[config.mk]
export PLATFORM = sky130hd
export DESIGN_NAME = mfst_level
export DESIGN_NICKNAME = d
export VERILOG_FILES = /design/src/design/mfst_pkg.sv /design/src/design/mfst_level.sv
export SDC_FILE = /design/constraint.sdc
export NUM_CORES = 1
export LEC_CHECK = 0
export BUFFER_PORTS_ARGS = -buffer_cell sky130_fd_sc_hd__clkbuf_2
export CAP_MARGIN = 20
export CORE_MARGIN = 2
export CORE_UTILIZATION = 51
export DETAILED_ROUTE_END_ITERATION = 8
export PLACE_DENSITY_LB_ADDON = 0.25
export SLEW_MARGIN = 15
export SYNTH_ARGS = -nofsm -noshare
export SYNTH_HDL_FRONTEND = slang
export SYNTH_SLANG_ARGS = --single-unit
[constraint.sdc]
create_clock -name clk_i -period 1.5 [get_ports clk_i]
set_clock_uncertainty 0.1 [all_clocks]
set_input_delay 0.15 -clock clk_i [delete_from_list [all_inputs] [get_ports clk_i]]
set_output_delay 0.15 -clock clk_i [all_outputs]
set_load 0.01 [all_outputs]
[src/design/mfst_pkg.sv]
`timescale 1ns / 1ps
`default_nettype none
// ----------------------------------------------------------------------------
// Max free space tree package
// Shared types, codes and constants of the free-space tournament tree.
// ----------------------------------------------------------------------------
package mfst_pkg;

  localparam int unsigned DefaultLeaves = 1024;
  localparam int unsigned IdxW   = 10;
  localparam int unsigned ValW   = 16;
  localparam int unsigned FileW  = 15;
  localparam int unsigned PageW  = 32;

  typedef enum logic [1:0] {
    CMD_ADD    = 2'd0,
    CMD_CHANGE = 2'd1,
    CMD_FIND   = 2'd2,
    CMD_NONE   = 2'd3
  } cmd_e;

  typedef enum logic [1:0] {
    ST_OK      = 2'd0,
    ST_FULL    = 2'd1,
    ST_NOT_USE = 2'd2
  } status_e;

  typedef enum logic [2:0] {
    S_IDLE,
    S_CLEAR,
    S_UP,
    S_DOWN,
    S_TAG,
    S_DONE
  } state_e;

  typedef struct packed {
    logic [1:0]       cmd;
    logic [IdxW-1:0]  leaf_index;
    logic [ValW-1:0]  free_space;
    logic [ValW-1:0]  required_space;
    logic [FileW-1:0] file_number;
    logic [PageW-1:0] page_number;
  } mfst_in_t;

  typedef struct packed {
    logic [IdxW-1:0]  result_index;
    logic [ValW-1:0]  max_space;
    logic             found;
    logic [FileW-1:0] found_file;
    logic [PageW-1:0] found_page;
    logic [1:0]       status;
  } mfst_out_t;

  // Control flags of the sequencer's phases; busy stays high while any is set.
  typedef struct packed {
    logic up;    // climb: write the path node, pass the pair maximum upwards
    logic down;  // descend: compare the left child with the maximum
    logic clear; // reset sweep: zero the addressed entry
  } mfst_ctl_t;

endpackage
`default_nettype wire

[src/design/mfst_level.sv]
`timescale 1ns / 1ps
`default_nettype none
// ----------------------------------------------------------------------------
// Tree level cell
// Holds the node maxima of one tree level in a memory. On a climb it is
// written with the value handed up from below and read at the sibling;
// on a descent it is read at the left child of the path node.
// ----------------------------------------------------------------------------
module mfst_level import mfst_pkg::*; #(
  parameter int unsigned Depth = 2,
  parameter int unsigned AW    = 1
) (
  input  wire logic            clk_i,
  input  wire logic            we_i,
  input  wire logic [AW-1:0]   waddr_i,
  input  wire logic [ValW-1:0] wdata_i,
  input  wire logic [AW-1:0]   raddr_i,
  output logic      [ValW-1:0] rdata_o
);

  logic [ValW-1:0] mem [Depth];

  always_ff @(posedge clk_i) begin
    if (we_i) begin
      mem[waddr_i] <= wdata_i;
    end
    rdata_o <= mem[raddr_i];
  end

endmodule
`default_nettype wire
==> metrics.txt, run 1 <==
CP required=1.25 ns; GR Layer Usage met2=0.2714; via count of the first global-routing pass=785; fraction of the cycle the final worst path needs=0.7042; number of storage elements in the synthesis netlist=48; maximum frequency from static timing analysis=946.8 MHz; Worst Hold Launch=raddr_i; post-route ant nets=0; # Max-Cap Violations=0; deepest level of the CTS H-tree=2; delay of the slowest cell on the worst path=0.34 ns; top-level I/O count=36; DRC viols=0; ranking of synthesized cells by instance count=sky130_fd_sc_hd__edfxtp_1, sky130_fd_sc_hd__dfxtp_1, sky130_fd_sc_hd__mux2_4; wire length per cell after detailed routing=13.31 µm; half-perimeter wire length after detailed placement=1435 µm; clock tree from TritonCTS=yes; GR met1 Demand/Resource=0.1235; Yosys warnings=0; ordered cell list for the critical path=clkbuf_2; Pwr per Cell Area=1228 mW/mm²; Clock transition at path regs=0.12 ns; initial antenna violation count=0; Inserted Clock Buffers=5; DRC marker count from the first detailed-route iteration=15; run status=finished, final reports clean; gate count after technology mapping=68; Hold Path Stages=3; library cell occupying the most area in the post-synthesis netlist=sky130_fd_sc_hd__edfxtp_1; number of synthesized flops with an enable pin=32; Arrival @ worst endpoint=0.81 ns; die outline width=59 µm; class of the tightest hold or removal check=in -> reg; Least-Margin Pin Slew=0.1445 ns; final critical path time including I/O delays and setup=1.056 ns; GRT Resource Usage Total=0.1394; Worst VDD drop=0.7630 mV; source of the worst register-to-register timing path=mem[0][3]; kind of start point of the critical path=register; DRT Pass-1 Iters=4; global-route wire length before repair=3312 µm; proportion of synthesized chip area in sequential cells=0.8305; Synth Flop Type=sky130_fd_sc_hd__edfxtp_1; Inst Count DP=137; placeable core region=0.002805 mm²; Static Leakage=0.8302 nW; fraction of layout instances using a drive strength above 1=0.4846; start-to-end type of the worst setup path=reg -> out; endpoint of the most critical register-to-register path=rdata_o[3]; Area Overhead vs Synth=30.41%; endpoint type of the worst setup path=output pin; post-route non-filler standard cell count=161; Rel. slew slack=0.9037; cell with the largest stage delay on the worst path=sky130_fd_sc_hd__dfxtp_1; worst reg2reg path depth=1; critical path's top delay family=flip-flops; area fraction of the dominant cell type after synthesis=0.6229; number of antenna repair diodes=0; number of hold buffers added after cts=16; count of buffers from port buffering=35; main area contributors after synthesis=sky130_fd_sc_hd__edfxtp_1, sky130_fd_sc_hd__dfxtp_1, sky130_fd_sc_hd__mux2_4; pin count of the biggest net entering global routing=17; vias per inst=4.758; layer with the highest usage=met2; Slew Limit Fails=0; clk_lat worst skew=0.33 ns; CTS sink count=48; unrepaired setup endpoints after global routing=false; fraction of synthesis flops using an asynchronous set or reset pin=0; fraction of met3 tracks used by global routing=0.04803; Post-Synthesis Net Count=88; final hold vios=0; cell at the root of the clock tree=sky130_fd_sc_hd__clkbuf_4; endpoint with the worst hold slack=rdata_o[14]; final RePlAce weighted congestion=0.6008; # nets final=149; full die area=0.003481 mm²; final setup violation count=0; buffer depth of the longest clock path=2; Placement Rows=19; library cell with the highest instance count after synthesis=sky130_fd_sc_hd__edfxtp_1; post-synthesis cell type count=8; Mapped Avg Cell Area=22.69 µm²; largest fanout on the critical path=1; total negative slack=0 ns; mapped cell area=0.001543 mm²; y dimension of the die=59 µm; crit path buf inv count=1; total wire length=2143 µm; residual overflow from global routing=0; Via Count=766; Post-CTS Resized=0; Register-to-Register Setup Slack=0.63 ns; Initial Util=0.5500; Post-CTS Setup Repair Bufs=0
## worst min-delay path: stages
cell and delay (ns):
sky130_fd_sc_hd__clkbuf_2 0.10, sky130_fd_sc_hd__buf_12 0.16, sky130_fd_sc_hd__mux2_2 0.16
## per-layer routing
metal | vias to the layer above | wire [µm]
li1 | 377 | -
met1 | 358 | 748
met2 | 26 | 1252
met3 | 5 | 111
met4 | 0 | 30
met5 | - | 0
## cell usage in the layout (no fill, tap or decap), drive strengths merged
| cell | instances |
|---|---|
| dfxtp | 16 |
| bufinv | 1 |
| clkinv | 1 |
| dlygate4sd3 | 16 |
| buf | 5 |
| and2 | 1 |
| mux2 | 16 |
| clkbuf | 41 |
| edfxtp | 32 |
| nor2b | 1 |
## metrics by stage
| stage | hold slack [ns] | total power [mW] | setup slack, ns | utilization | area [µm²] |
|---|---|---|---|---|---|
| 6_report | 0.1592 | 2.470 | 0.4438 | 0.7172 | 2012 |
| 5_1_grt | 0.1461 | 2.571 | 0.3811 | 0.7172 | 2012 |
| 4_1_cts | 0.1569 | 2.497 | 0.4140 | 0.7172 | 2012 |
| 3_5_place_dp | 0.2429 | 1.762 | 0.4943 | 0.6329 | 1775 |
| 3_3_place_gp | 0.2382 | 1.750 | 0.5042 | 0.6329 | 1775 |
| 2_1_floorplan | 0.1489 | 1.670 | 0.09532 | - | 1543 |
## registers in the layout (all words and copies together), names as in the netlist
name     cells
mem         32
rdata_o     16
## cell type report
type                            instances  area (µm²)
Timing Repair Buffer                   56       385.4
Tap cell                               31       38.79
Clock inverter                          2       35.03
Clock buffer                            6       41.29
Fill cell                             201       793.3
Multi-Input combinational cell         18       230.2
Sequential cell                        48        1281
## worst max path at each step
stage,to,depth (start not counted),from,slack (ns)
floorplan,mem[0][0],1,we_i,0.1
global placement,mem[0][10],3,we_i,0.50
detailed placement,rdata_o[0],3,raddr_i,0.49
CTS,rdata_o[1],1,rdata_o[1],0.41
global route,rdata_o[1],1,rdata_o[1],0.38
finish,rdata_o[1],1,rdata_o[1],0.44
## cells by family (layout without fill, tap and decap cells)
| group | count (synthesis) | after routing | synth area share |
|---|---|---|---|
| AND/OR/NAND/NOR | 2 | 2 | 0.008115 |
| multiplexers | 16 | 16 | 0.1411 |
| buffers and inverters | 2 | 64 | 0.02028 |
| flip-flops | 48 | 48 | 0.8305 |
## report_power, final
| part | leakage, nW | internal, mW | switching (mW) |
|---|---|---|---|
| Sequential | 0.435 | 1.51 | 0.0246 |
| Clock | 0.0422 | 0.350 | 0.362 |
| Combinational | 0.353 | 0.132 | 0.0882 |
| Total | 0.830 | 2.00 | 0.475 |
No activity file was read; power rests on OpenSTA's default activity.
==> run 2: changes to the inputs <==
- CORE_UTILIZATION: 51 -> 46
- clock period: 1.5 -> 0.9 ns (I/O delays scaled with it)
==> metrics.txt, run 2 (same netlist as run 1, synthesis figures left out) <==
Arrival @ worst endpoint=0.80 ns (about the same); post-placement worst setup slack=-0.02980 ns (-0.5241 ns); GRT Resource Usage Total=0.1286 (-0.01079); portion of total power attributed to the clock network=0.233 (-0.055); post-route core utilization=0.6370 (-0.08027); endpoint type of the worst setup path=output pin; start-to-end type of the worst setup path=reg -> out; DRT Pass-1 Iters=2 (-2); final design instance area without fill=0.002092 mm² (+4.0%); Area Overhead vs Synth=35.60%; Pwr per Cell Area=1864 mW/mm² (+52%); cell with the largest stage delay on the worst path=sky130_fd_sc_hd__dfxtp_1; CTS sink count=48 (unchanged); Switching Power=802.7 µW (+69%); fraction of the cycle the final worst path needs=1.098; Rel. slew slack=0.9157 (+0.01204); CP Capture Point=rdata_o[1]; Post-CTS Setup Repair Bufs=0 (unchanged); post-route ant nets=0 (unchanged); Top reg by flops=mem; final critical path time including I/O delays and setup=0.9882 ns; critical path's top delay family=flip-flops; relative contribution of combinational cells to total power=0.107 (+0.018); number of antenna repair diodes=0 (unchanged); Inserted Clock Buffers=5 (unchanged); worst reg2reg path depth=1 (unchanged); Placement Rows=21 (+2); Clock transition at path regs=0.13 ns (about the same); Slew Limit Fails=0 (unchanged); Worst VDD drop=1.254 mV (+64%); final RePlAce weighted congestion=0.6032 (+0.40%); Internal Pwr Total=3.097 mW (+55%); Critical Path Start=rdata_o[1]; vias per inst=4.354 (-8.5%); delay of the slowest cell on the worst path=0.33 ns (about the same); Top Registers=mem: 32 flops, rdata_o: 16 flops; run status=complete, but fails checks; max FFs per register=32 (unchanged); placeable core region=0.003284 mm² (+17%); residual overflow from global routing=0 (unchanged); via count of the first global-routing pass=732 (-6.8%); top-level I/O count=36 (unchanged); Initial Util=0.4697 (-0.08024); ordered cell list for the critical path=buf_2; buffer depth of the longest clock path=2 (unchanged); placed standard-cell area=0.001831 mm² (+3.1%); kind of start point of the critical path=register; most common cell after layout, fill and taps aside=sky130_fd_sc_hd__edfxtp_1; full die area=0.003833 mm² (+10%); # nets final=151 (+1.3%); global-route wire length before repair=3298 µm (-0.42%); initial antenna violation count=0 (unchanged); class of the tightest hold or removal check=in -> reg; die outline width=61.91 µm (+4.9%); pin count of the biggest net entering global routing=17 (unchanged); DRC viols=0 (unchanged); deepest level of the CTS H-tree=2 (unchanged); wire length per cell after detailed routing=11.66 µm (-12%); Least-Margin Pin Slew=0.1265 ns (-0.01806 ns); unrepaired setup endpoints after global routing=true; commonest cells after routing, fill and taps aside=sky130_fd_sc_hd__edfxtp_1, sky130_fd_sc_hd__clkbuf_2, sky130_fd_sc_hd__dlygate4sd3_1; depth of the critical timing path with buffers and inverters included=1 (unchanged); fraction of layout instances using a drive strength above 1=0.5455 (+0.06084); endpoint of the most critical register-to-register path=rdata_o[13]; largest fanout on the critical path=1 (unchanged); cell at the root of the clock tree=sky130_fd_sc_hd__clkbuf_4; clk_lat worst skew=0.34 ns (about the same); source of the worst register-to-register timing path=mem[0][13]; DRC marker count from the first detailed-route iteration=27 (+12); Static Leakage=0.8452 nW (+1.8%); fraction of power spent switching nets=0.2059 (+0.01361); # Max-Cap Violations=0 (unchanged); final hold vios=0 (unchanged); Reg power frac=0.660 (+0.037); CP required=0.71 ns (-0.54 ns); final setup violation count=16 (+16); violations in the final reports=setup timing; total wire length=2075 µm (-3.2%); Via Count=775 (+1.2%); fin worst setup slack=-0.08822 ns (-0.5320 ns); y dimension of the die=61.91 µm (+4.9%); crit path buf inv count=1 (unchanged); Worst Hold Launch=raddr_i; clock tree from TritonCTS=yes; count of buffers from port buffering=35 (unchanged); maximum frequency from static timing analysis=1012 MHz; Register-to-Register Setup Slack=0.05 ns (-0.58 ns)
[run 2: cell count changes in the layout (fill, tap and decap cells not counted), sizes merged]
cell	previous run	this run
bufinv	1	0
clkbuf	41	26
buf	5	23
[run 2: worst min path at each step]
stage                        to  slack (ns)  cells after the start
floorplan             mem[0][0]        0.09                      0
global placement     mem[0][13]        0.18                      1
detailed placement   mem[1][13]        0.18                      1
CTS                 rdata_o[12]        0.06                      3
global route        rdata_o[10]        0.06                      3
finish              rdata_o[11]        0.06                      3
[run 2: layout make-up]
type / count / area, µm²
sequential: 48 / 1290
clock inverter: 1 / 3.754
tap: 46 / 57.56
clock buffer: 7 / 45.04
multi-input combinational: 18 / 239.0
timing repair buffer: 58 / 456.7
fill: 245 / 1192
[run 2: repair_timing]
action	in CTS	in global routing
endpoints found under the setup margin	16	16
gates resized for setup	3	27
hold endpoints to repair	32	0
hold buffers	16	0
[run 2: routing by layer]
metal,vias to the layer above,GRT usage,wire (µm)
li1,382,-,-
met1,362,0.1591,908
met2,28,0.1940,1018
met3,3,0.06211,133
met4,0,0.05471,14
met5,-,0,0
[run 2: tightest hold or removal path, delay by kind of cell]
family	cells	cell delay, ns
multiplexers	1	0.14
buffers and inverters	2	0.25
[run 2: through the flow]
stage / std cells / hold slack [ns] / setup TNS (ns) / power, mW
after floorplan: 68 / 0.08887 / 0 / 2.785
after global placement: 154 / 0.1780 / -0.2664 / 2.940
after detailed placement: 154 / 0.1825 / -0.6488 / 2.952
after CTS: 178 / 0.06364 / -1.621 / 3.885
after global routing: 178 / 0.05961 / -2.134 / 4.088
final: 178 / 0.06395 / -1.297 / 3.899
[run 2: power groups by stage]
stage	Sequential [mW]	Combinational [mW]	Clock (mW)
after floorplan	2.64	0.142	0
after global placement	2.61	0.332	0
after detailed placement	2.62	0.336	0
after CTS	2.57	0.392	0.926
after global routing	2.59	0.454	1.04
final	2.57	0.419	0.909
